==> config.mk <==
export PLATFORM = sky130hd
export DESIGN_NAME = fused_residual_add_rms_norm_top
export DESIGN_NICKNAME = d
export VERILOG_FILES = /design/src/rtl/frarms_pkg.sv /design/src/rtl/fused_residual_add_rms_norm_top.sv
export SDC_FILE = /design/constraint.sdc
export NUM_CORES = 2
export LEC_CHECK = 0
export BUFFER_PORTS_ARGS = -buffer_cell sky130_fd_sc_hd__buf_2
export CORE_MARGIN = 1
export CORE_UTILIZATION = 45
export DETAILED_ROUTE_END_ITERATION = 8
export GPL_ROUTABILITY_DRIVEN = 0
export HOLD_SLACK_MARGIN = 0.12
export PLACE_DENSITY = 0.56
export SLEW_MARGIN = 20
export SYNTH_ARGS = -nofsm -noshare
export SYNTH_HDL_FRONTEND = slang
export SYNTH_SLANG_ARGS = --single-unit
==> constraint.sdc <==
create_clock -name clk -period 32.7 [get_ports clk]
set_clock_uncertainty 0.1 [all_clocks]
set_input_delay 0 -clock clk [delete_from_list [all_inputs] [get_ports clk]]
set_output_delay 0 -clock clk [all_outputs]
set_load 0.02 [all_outputs]
==> src/rtl/frarms_pkg.sv <==
// ----------------------------------------------------------------------------
// frarms_pkg
// Shared types, constants and helpers for the fused residual add and RMS
// normalisation block: widths, fixed-point constants, sequencer states.
// ----------------------------------------------------------------------------
package frarms_pkg;

  // design limits
  localparam int MAX_ROW_LENGTH = 65536;
  localparam int NEWTON_STEPS   = 4;

  // field and datapath widths
  localparam int DATA_W    = 16;
  localparam int SUM_W     = 17;
  localparam int LEN_W     = 17;
  localparam int EPS_W     = 16;
  localparam int CFG_W     = 17;
  localparam int ACC_W     = 50;
  localparam int MS_W      = ACC_W + 1;
  localparam int INV_W     = 32;
  localparam int Y_W       = 32;
  localparam int MUL_W     = 33;
  localparam int PROD_W    = 2 * MUL_W;
  localparam int MAG_W     = 31;
  localparam int K_W       = 5;
  localparam int STEP_W    = $clog2(NEWTON_STEPS + 1);
  localparam int DIV_CNT_W = $clog2(ACC_W);

  // fixed-point constants
  localparam logic [MS_W-1:0]  M_LOW     = MS_W'(2**28);
  localparam logic [MS_W-1:0]  M_HIGH    = MS_W'(2**30);
  localparam logic [29:0]      M_LOW_Q30 = 30'h1000_0000;
  localparam logic [32:0]      THREE_Q30 = 33'h0_C000_0000;
  localparam logic [MUL_W-1:0] RECIP3    = 33'h0_AAAA_AAAB;
  localparam logic [Y_W-1:0]   SEED_TWO  = 32'h8000_0000;

  // configuration register indexes
  typedef enum logic [0:0] {
    REG_ROW_LENGTH = 1'b0,
    REG_EPSILON    = 1'b1
  } reg_index_t;

  // sequencer states
  typedef enum logic [4:0] {
    ST_IDLE,
    ST_SQ,
    ST_ACC,
    ST_DIV,
    ST_MS,
    ST_NORM,
    ST_SEED,
    ST_SEED_Y,
    ST_NT_SQ,
    ST_NT_MY,
    ST_NT_F,
    ST_NT_YF,
    ST_NT_Y,
    ST_SCALE,
    ST_NRM_MUL,
    ST_NRM_RND,
    ST_NRM_W,
    ST_NRM_OUT,
    ST_FINISH
  } state_t;

  // magnitude of a 17-bit signed value
  function automatic logic [SUM_W-1:0] abs17(input logic [SUM_W-1:0] v);
    abs17 = v[SUM_W-1] ? (~v + SUM_W'(1)) : v;
  endfunction

  // clamp a 17-bit signed value into Q4.12 range
  function automatic logic [DATA_W-1:0] sat_sum(input logic signed [SUM_W-1:0] v);
    if (v > SUM_W'(32767)) begin
      sat_sum = 16'h7FFF;
    end else if (v < -SUM_W'(32768)) begin
      sat_sum = 16'h8000;
    end else begin
      sat_sum = v[DATA_W-1:0];
    end
  endfunction

  // apply sign to a magnitude and clamp into Q4.12 range
  function automatic logic [DATA_W-1:0] sat_mag(input logic neg,
                                                input logic [MAG_W-1:0] mag);
    if (neg) begin
      if (mag > MAG_W'(32768)) begin
        sat_mag = 16'h8000;
      end else begin
        sat_mag = ~mag[DATA_W-1:0] + 16'd1;
      end
    end else begin
      if (mag > MAG_W'(32767)) begin
        sat_mag = 16'h7FFF;
      end else begin
        sat_mag = mag[DATA_W-1:0];
      end
    end
  endfunction

endpackage

==> src/rtl/fused_residual_add_rms_norm_top.sv <==
// ----------------------------------------------------------------------------
// fused_residual_add_rms_norm_top
// Fused residual add and RMS normalisation of one Q4.12 row in two passes,
// built around a single shared 33x33 multiplier under a small sequencer.
// ----------------------------------------------------------------------------
// Usage
//   Input channel (in_valid/in_ready) carries one element: operation,
//   x_value, residual_value, weight_value and last. Output channel
//   (out_valid/out_ready) returns one result per element: residual_sum,
//   normalized and row_done. Registers row_length and epsilon are written
//   through cfg_write_enable/cfg_index/cfg_data; the user must write them
//   only while the block is idle, as the block does not enforce it.
//   The block works on one element at a time. An accumulate element
//   passes through the square and accumulate states, a normalise element
//   through the multiply, round, weight and output states, as the
//   multiplier is reused for every product. The last accumulate element
//   then adds bit-serial division, a mean-square state, normalising
//   shifts, the seed states, each Newton step and a final scale state.
//   Results sit in an output register, so a stalled receiver does not stop
//   the next element from being taken; only the following result waits.
//   Reset clears the square accumulator and inverse RMS, sets row_length
//   to 4096 and epsilon to 17, and empties the output register.
// ----------------------------------------------------------------------------
module fused_residual_add_rms_norm_top
  import frarms_pkg::*;
(
  input  logic                     clk,
  input  logic                     rst,
  // element input
  input  logic                     in_valid,
  output logic                     in_ready,
  input  logic                     operation,
  input  logic signed [DATA_W-1:0] x_value,
  input  logic signed [DATA_W-1:0] residual_value,
  input  logic signed [DATA_W-1:0] weight_value,
  input  logic                     last,
  // result output
  output logic                     out_valid,
  input  logic                     out_ready,
  output logic signed [DATA_W-1:0] residual_sum,
  output logic signed [DATA_W-1:0] normalized,
  output logic                     row_done,
  // configuration
  input  logic                     cfg_write_enable,
  input  logic [0:0]               cfg_index,
  input  logic [CFG_W-1:0]         cfg_data
);

  state_t state;
  state_t state_next;

  // configuration and persistent state
  logic [LEN_W-1:0]  row_length;
  logic [EPS_W-1:0]  epsilon;
  logic [ACC_W-1:0]  acc;
  logic [INV_W-1:0]  inv_rms;

  // per-element registers
  logic                     last_r;
  logic [SUM_W-1:0]         sum_mag;
  logic                     sum_neg;
  logic [DATA_W-1:0]        res_r;
  logic [DATA_W-1:0]        w_r;
  logic [DATA_W-1:0]        n16;
  logic [DATA_W-1:0]        norm_r;

  // row-end registers
  logic [ACC_W-1:0]     div_q;
  logic [LEN_W-1:0]     div_rem;
  logic [DIV_CNT_W-1:0] div_cnt;
  logic [MS_W-1:0]      nv;
  logic signed [K_W-1:0] k;
  logic [Y_W-1:0]       y;
  logic [Y_W-1:0]       f;
  logic [STEP_W-1:0]    step;

  // shared multiplier
  logic [MUL_W-1:0]  mul_a;
  logic [MUL_W-1:0]  mul_b;
  logic [PROD_W-1:0] prod;

  // combinational helpers
  logic signed [SUM_W-1:0] in_sum;
  logic [LEN_W-1:0]        len;
  logic [ACC_W:0]          acc_sum;
  logic [ACC_W-1:0]        acc_sat;
  logic [LEN_W:0]          rem_sh;
  logic                    rem_ge;
  logic [MS_W-1:0]         ms;
  logic [32:0]             t_val;
  logic signed [K_W:0]     rsh;
  logic [Y_W:0]            scaled;
  logic [ACC_W:0]          rnd1;
  logic [31:0]             rnd2;
  logic                    out_free;
  logic                    in_xfer;

  assign in_xfer  = in_valid && in_ready;
  assign out_free = !out_valid || out_ready;

  // element sum
  assign in_sum = {x_value[DATA_W-1], x_value} + {residual_value[DATA_W-1], residual_value};

  // effective row length
  always_comb begin
    len = row_length;
    if (row_length == '0) begin
      len = LEN_W'(1);
    end else if (int'(row_length) > MAX_ROW_LENGTH) begin
      len = LEN_W'(MAX_ROW_LENGTH);
    end
  end

  // saturating accumulate of the square
  assign acc_sum = {1'b0, acc} + (ACC_W+1)'(prod[32:0]);
  assign acc_sat = acc_sum[ACC_W] ? {ACC_W{1'b1}} : acc_sum[ACC_W-1:0];

  // one restoring division step
  assign rem_sh = {div_rem, div_q[ACC_W-1]};
  assign rem_ge = rem_sh >= {1'b0, len};

  // mean square plus epsilon
  assign ms = MS_W'(div_q) + MS_W'(epsilon);

  // newton correction term
  assign t_val = prod[62:30];

  // final scale to Q12.20
  assign rsh = {k[K_W-1], k} + (K_W+1)'(13);
  always_comb begin
    if (rsh < 0) begin
      scaled = {y, 1'b0};
    end else begin
      scaled = {1'b0, y} >> rsh[K_W-1:0];
    end
  end

  // rounding of the normalise products
  assign rnd1 = {1'b0, prod[ACC_W-1:0]} + (ACC_W+1)'(2**19);
  assign rnd2 = prod[31:0] + 32'd2048;

  // state register
  always_ff @(posedge clk) begin
    if (rst) begin
      state <= ST_IDLE;
    end else begin
      state <= state_next;
    end
  end

  // next state
  always_comb begin
    state_next = state;
    unique case (state)
      ST_IDLE: begin
        if (in_xfer) begin
          state_next = operation ? ST_NRM_MUL : ST_SQ;
        end
      end
      ST_SQ:      state_next = ST_ACC;
      ST_ACC:     state_next = last_r ? ST_DIV : ST_FINISH;
      ST_DIV: begin
        if (div_cnt == DIV_CNT_W'(ACC_W - 1)) begin
          state_next = ST_MS;
        end
      end
      ST_MS:      state_next = (ms == '0) ? ST_FINISH : ST_NORM;
      ST_NORM: begin
        if (nv >= M_HIGH || nv < M_LOW) begin
          state_next = ST_NORM;
        end else begin
          state_next = ST_SEED;
        end
      end
      ST_SEED:    state_next = ST_SEED_Y;
      ST_SEED_Y:  state_next = ST_NT_SQ;
      ST_NT_SQ:   state_next = ST_NT_MY;
      ST_NT_MY:   state_next = ST_NT_F;
      ST_NT_F:    state_next = ST_NT_YF;
      ST_NT_YF:   state_next = ST_NT_Y;
      ST_NT_Y: begin
        state_next = (step == STEP_W'(NEWTON_STEPS - 1)) ? ST_SCALE : ST_NT_SQ;
      end
      ST_SCALE:   state_next = ST_FINISH;
      ST_NRM_MUL: state_next = ST_NRM_RND;
      ST_NRM_RND: state_next = ST_NRM_W;
      ST_NRM_W:   state_next = ST_NRM_OUT;
      ST_NRM_OUT: state_next = ST_FINISH;
      ST_FINISH: begin
        if (out_free) begin
          state_next = ST_IDLE;
        end
      end
      default:    state_next = ST_IDLE;
    endcase
  end

  // sequencer outputs: handshake and multiplier operand select
  always_comb begin
    in_ready = 1'b0;
    mul_a    = '0;
    mul_b    = '0;
    unique case (state)
      ST_IDLE: in_ready = 1'b1;
      ST_SQ: begin
        mul_a = MUL_W'(sum_mag);
        mul_b = MUL_W'(sum_mag);
      end
      ST_SEED: begin
        mul_a = MUL_W'({nv[29:0] - M_LOW_Q30, 2'b00});
        mul_b = RECIP3;
      end
      ST_NT_SQ: begin
        mul_a = MUL_W'(y);
        mul_b = MUL_W'(y);
      end
      ST_NT_MY: begin
        mul_a = MUL_W'(nv[29:0]);
        mul_b = prod[62:30];
      end
      ST_NT_YF: begin
        mul_a = MUL_W'(y);
        mul_b = MUL_W'(f);
      end
      ST_NRM_MUL: begin
        mul_a = MUL_W'(sum_mag);
        mul_b = MUL_W'(inv_rms);
      end
      ST_NRM_W: begin
        mul_a = MUL_W'(abs17({n16[DATA_W-1], n16}));
        mul_b = MUL_W'(abs17({w_r[DATA_W-1], w_r}));
      end
      default: begin
        in_ready = 1'b0;
      end
    endcase
  end

  // shared multiplier with registered product
  always_ff @(posedge clk) begin
    prod <= mul_a * mul_b;
  end

  // configuration registers
  always_ff @(posedge clk) begin
    if (rst) begin
      row_length <= LEN_W'(4096);
      epsilon    <= EPS_W'(17);
    end else if (cfg_write_enable) begin
      unique case (reg_index_t'(cfg_index))
        REG_ROW_LENGTH: row_length <= cfg_data[LEN_W-1:0];
        REG_EPSILON:    epsilon    <= cfg_data[EPS_W-1:0];
        default:        row_length <= row_length;
      endcase
    end
  end

  // accumulator and inverse rms
  always_ff @(posedge clk) begin
    if (rst) begin
      acc     <= '0;
      inv_rms <= '0;
    end else begin
      if (state == ST_ACC) begin
        acc <= last_r ? '0 : acc_sat;
      end
      if (state == ST_MS && ms == '0) begin
        inv_rms <= '1;
      end else if (state == ST_SCALE) begin
        inv_rms <= scaled[Y_W] ? '1 : scaled[Y_W-1:0];
      end
    end
  end

  // working registers
  always_ff @(posedge clk) begin
    case (state)
      ST_IDLE: begin
        if (in_xfer) begin
          sum_mag <= abs17(in_sum);
          sum_neg <= in_sum[SUM_W-1];
          res_r   <= sat_sum(in_sum);
          last_r  <= last;
          w_r     <= weight_value;
        end
      end
      ST_ACC: begin
        norm_r  <= '0;
        div_q   <= acc_sat;
        div_rem <= '0;
        div_cnt <= '0;
      end
      ST_DIV: begin
        div_rem <= rem_ge ? LEN_W'(rem_sh - {1'b0, len}) : rem_sh[LEN_W-1:0];
        div_q   <= {div_q[ACC_W-2:0], rem_ge};
        div_cnt <= div_cnt + DIV_CNT_W'(1);
      end
      ST_MS: begin
        nv <= ms;
        k  <= '0;
      end
      ST_NORM: begin
        if (nv >= M_HIGH) begin
          nv <= nv >> 2;
          k  <= k + K_W'(1);
        end else if (nv < M_LOW) begin
          nv <= nv << 2;
          k  <= k - K_W'(1);
        end
      end
      ST_SEED_Y: begin
        y    <= SEED_TWO - prod[64:33];
        step <= '0;
      end
      ST_NT_F: begin
        f <= (t_val >= THREE_Q30) ? '0 : Y_W'(THREE_Q30 - t_val);
      end
      ST_NT_Y: begin
        y    <= prod[62:31];
        step <= step + STEP_W'(1);
      end
      ST_NRM_RND: begin
        n16 <= sat_mag(sum_neg, rnd1[ACC_W:20]);
      end
      ST_NRM_OUT: begin
        norm_r <= sat_mag(n16[DATA_W-1] ^ w_r[DATA_W-1], MAG_W'(rnd2[31:12]));
      end
      default: begin
        f <= f;
      end
    endcase
  end

  // output register
  always_ff @(posedge clk) begin
    if (rst) begin
      out_valid <= 1'b0;
    end else if (state == ST_FINISH && out_free) begin
      out_valid <= 1'b1;
    end else if (out_ready) begin
      out_valid <= 1'b0;
    end
  end

  always_ff @(posedge clk) begin
    if (state == ST_FINISH && out_free) begin
      residual_sum <= res_r;
      normalized   <= norm_r;
      row_done     <= last_r;
    end
  end

endmodule

# Word level (Yosys, flattened, before mapping)
# Index checks and enable logic that the tools add are counted.
# word_totals
latchBits,0
mem_bits_rw,0
ff_bits,498
rom_bits,0
out_inout_bits,35
in_bits,73
memories,0
# classes
mul,1
n_mux,45
n_reduce_logical,23
magnitude_cmp,12
n_div,0
n_bitwise,7
n_addsub,19
n_shift,1
eq_ne,24
# ops
op,count
$pmux 33 s7,1
$pmux 32 s5,1
$mux 16,8
$mux 51,2
$pmux 51 s2,1
$mux 50,2
$pmux 50 s2,1
$mux 32,3
$pmux 5 s18,1
$mux 17,5
$mul 32x33->65,1
$pmux 32 s2,1
$sub 32x32->32 const A,2
$add 17x1->17 const B,3
$add 50x16->51,1
$add 50x20->51 const B,1
$add 50x33->51,1
$ge 51x31->1 const B,1
$logic_not 51->1,1
$lt 51x29->1 const B,1
$not 17->17,3
$eq 5x4->1 const B,8
$mux 5,7
$pmux 17 s2,1
50 further kinds,75

# Logic depth before layout (Yosys ltp)
# depth
ltp_word,6
depth_mapped,39
ltp_nobuf,36

# Worst setup path after synthesis
# OpenSTA, ideal clock, no wires.
# synth_path
path_type,register to register
from,reg w_r[5]
to,reg prod[63]
path_stages_with_launch,34
t_arrival_ns,10.247
path_buffers,2
setup_slack_ns,22.281
setup_time_ns,0.072
t_required_ns,32.528
path_cell_list,edfxtp_1 -> or4_1 -> or3_1 -> or2_2 -> nand2_1 -> xor2_1 -> nor2_1 -> nor4_1 -> clkbuf_1 -> nor2_1 -> fa_1 -> inv_1 -> fa_1 -> inv_1 -> fa_1 -> fa_1 -> fa_1 -> fa_1 -> fa_1 -> inv_1 -> fa_1 -> inv_1 -> ha_1 -> clkbuf_1 -> nand4_1 -> nor3_1 -> a32oi_1 -> or4_1 -> o32a_1 -> a21oi_1 -> a221oi_1 -> o41a_1 -> o31ai_1 -> xor2_1
# synth_between
elab_chain_cells,5
# synth_rtl
item,line,text
start: declaration,fused_residual_add_rms_norm_top.sv:63,logic [DATA_W-1:0] w_r;
start signal: assignment,fused_residual_add_rms_norm_top.sv:284,w_r <= weight_value;
$not 17->17,frarms_pkg.sv:68,abs17 = v[SUM_W-1] ? (~v + SUM_W'(1)) : v;
$add 17x1->17,frarms_pkg.sv:68,
$mux 17 (*),frarms_pkg.sv:68,
$pmux 33 s7 (*),fused_residual_add_rms_norm_top.sv:203,unique case (state)
$mul 32x33->65 (*),fused_residual_add_rms_norm_top.sv:241,prod <= mul_a * mul_b;
end signal: assignment,fused_residual_add_rms_norm_top.sv:241,
end: declaration,fused_residual_add_rms_norm_top.sv:80,logic [PROD_W-1:0] prod;
# Mark *: on every way between the ends. The rest lies on a longest branch, timed or not.
# A chain may end at the register's enable or synchronous reset.

# Worst setup path in the final report
# layout_path
from,reg state[3]
to,reg prod[63]
# layout_between
elab_chain_cells,4
elab_cells_between_ends,12
cone_classes,1 x mul; 7 x eq/ne; 2 x mux; 2 x reduce/logical
# layout_rtl
item,line,text
start: declaration,fused_residual_add_rms_norm_top.sv:49,state_t state;
start signal: assignment,fused_residual_add_rms_norm_top.sv:147,state <= state_next;
$eq 5x4->1 / $eq 5x1->1 (equally long branches),fused_residual_add_rms_norm_top.sv:203,
$reduce_or 2->1 (no line),--,
$pmux 32 s5,fused_residual_add_rms_norm_top.sv:203,
$mul 32x33->65 (*),fused_residual_add_rms_norm_top.sv:241,
# Marked as above.

==> out/summary.txt <==
Outcome -> complete, but fails checks
Failing checks -> DRC
Antenna violations before repair -> 6
Die area -> 146400 um^2
DR iter-0 viols -> 5695
CTS tree -> built
EDFF count, synth -> 312
Pin count of the biggest net entering global routing -> 75
Vias in the first global route -> 56.20k
Peak supply drop -> 0.00005748 V
Initial core utilization -> 45.37%
Period utilization -> 36.81%
Worst Setup End Kind -> flip-flop
Critical path arrival -> 12550 ps
Fin area -> 71170 um^2
Rows -> 139
Min Hold Slack -> 151.2 ps
Clk Latency, worst-skew pair -> 680 ps
Final setup fails -> 0
DRT Pass-1 Iters -> 9
Fin crit period -> 12040 ps
Port Buffer Count -> 107
Post-CTS Setup Repair Bufs -> 0
Comb power frac -> 68.4%
Routed vias -> 55.80k
I/O pin count -> 108
Area fraction of the dominant cell type after synthesis -> 28.59%
Total CTS buffers -> 57
Remaining routing DRC violations -> 8
Fin Setup TNS -> 0 ps
Post-route insts no fill -> 9490
CTS Sinks -> 498
H-tree Lvls -> 2
Cell variety after synth -> 98
Worst setup path category -> flip-flop to flip-flop
Post-Syn Area -> 65180 um^2
Net Sw Power -> 3.101 mW
Grt ovf -> 0
Final slew viol count -> 0
Critical-path maximum fanout -> 74
RSZ-0062 raised after global routing -> no
Internal power -> 2.447 mW
Clock power share -> 11.8%
Wire length per cell -> 24.90 um
Switching share of power -> 55.90%
ANT nets after route -> 0
Layout area overhead -> 9.189%
Total GRT Usage -> 32.49%
Slowest stage delay, CP -> 790 ps
WP data required -> 33210 ps
Pwr Density -> 77.95 nW/um^2
Nets -> 8910
Post-synthesis sequential area ratio -> 20.09%
Clock Root Buffer -> clkbuf_16
Area leader, netlist -> fa_1
DIE HEIGHT -> 382.6 um
Cells after DPL -> 9236
Clock transition at path regs -> 60 ps
Layout cells sized above 1 -> 6.040%
DR vias/cell -> 5.880
Worst-Margin Slew -> 1217 ps
Fmax achieved -> 83.07 MHz
Most common cell after layout, fill and taps aside -> inv_1
Sequential Power Share -> 19.8%
Max-Cap Viols -> 0
Crit path launch type -> flip-flop
First-pass GRT wire length -> 357300 um
Most frequent CP cell -> fa_1
Total power -> 5.548 mW
Hold Path Class -> primary input to flip-flop
Post-Syn Instances -> 7525
Commonest register cell after synthesis -> edfxtp_1
Dominant cells by area after synthesis -> fa_1 29%, edfxtp_1 14%, ha_1 7.1%
Syn Area/Cell -> 8.662 um^2
Async SR Flop Fraction -> 0%
Max clock buf depth -> 3
Synth warnings -> 0
Critical path's slowest cell -> dfxtp_1
Most frequent cells in the layout -> 1118 x inv_1, 1034 x nand2_1, 931 x fa_1
Core ar. -> 143700 um^2
DP HPWL -> 179600 um
CP Buf/Inv Count -> 6
Die width -> 382.6 um
Final hold violations -> 0
CP top delay family -> adder cells
Leakage -> 32.32 nW
Placed inst area -> 67810 um^2
Routed WL -> 236300 um
Max-slew headroom -> 18.84%
Register bit total from synthesis -> 498
Yosys cell counts (all sizes together), types with 82 or more instances:
cell and count:
ha 369, fa 931, xnor2 180, a21oi 378, dfxtp 186, nand3 110, nand2 1036, mux2i 82
nor3 113, xor2 122, nor2 875, edfxtp 312, a21o 109, o21ai 217, inv 1119, clkbuf 394
registers in the layout, indices dropped and copies added (netlist names), 17 cells and up:
signal	flops
acc	50
div_q	50
div_rem	17
f	32
inv_rms	32
nv	51
prod	65
row_length	17
sum_mag	17
y	32
metal layers:
| layer | GRT usage (%) | up-vias | part of all wire, % |
|---|---|---|---|
| met5 | 0 | - | 0.011 |
| met4 | 11.18 | 4 | 3.9 |
| met3 | 8.798 | 470 | 11 |
| met2 | 47.66 | 2708 | 42 |
| met1 | 45.98 | 28050 | 43 |
| li1 | - | 24570 | - |
cell type report:
class | instances | area [um^2]
well taps | 1903 | 2381
multi-input cells | 5469 | 46560
fillers | 13860 | 72490
repair buffers | 392 | 3055
diodes | 4 | 10.01
inverters | 1119 | 4200
clock buffers | 74 | 1575
flip-flops and latches | 498 | 13090
clock inverters | 31 | 294.0
worst min-delay path, delay by kind of cell:
family          cells  cell delay, ps
compound gates      2             220
buf+inv             1              90
xor+xnor            1             160
fa+ha+maj           1             240
power by group through the flow:
stage	clock, mW	sequential, mW	combinational (mW)
3_3_place_gp	0	1.09	3.66
2_1_floorplan	0	0.934	2.44
4_1_cts	0.662	1.08	3.73
5_1_grt	0.686	1.10	4.12
3_5_place_dp	0	1.09	3.68
6_report	0.654	1.10	3.80
per-stage QoR:
stage                     setup WS (ps)  util (%)
after floorplan                   22280         -
after global placement            21020     47.19
after detailed placement          20820     47.20
after CTS                         20810     49.51
after global routing              20180     49.54
final                             20660     49.54
repair_timing:
action                     CTS  global route
hold buffers               144             0
gates resized for setup      0             0
hold endpoints to repair    90             0
setup endpoints to repair    0             0
worst paths after layout:
check,start,cells past startpoint,slack [ps],to
worst max-delay path,state[3],30,20660,prod[63]
worst min register to register,res_r[7],0,320,residual_sum[7]
worst min-delay path,residual_value[3],5,150,res_r[3]
worst max register to register,state[3],30,20660,prod[63]
kinds of logic after synthesis:
family | share of synthesized area (%)
AO/OA/AOI/OAI | 12.39
XOR/XNOR | 4.058
adder cells (fa/ha/maj) | 35.74
buffers and inverters | 9.085
flip-flops | 20.09
multiplexers | 1.812
other | 0.005753
AND/OR/NAND/NOR | 16.82
Power figures use the tool's default switching activity.
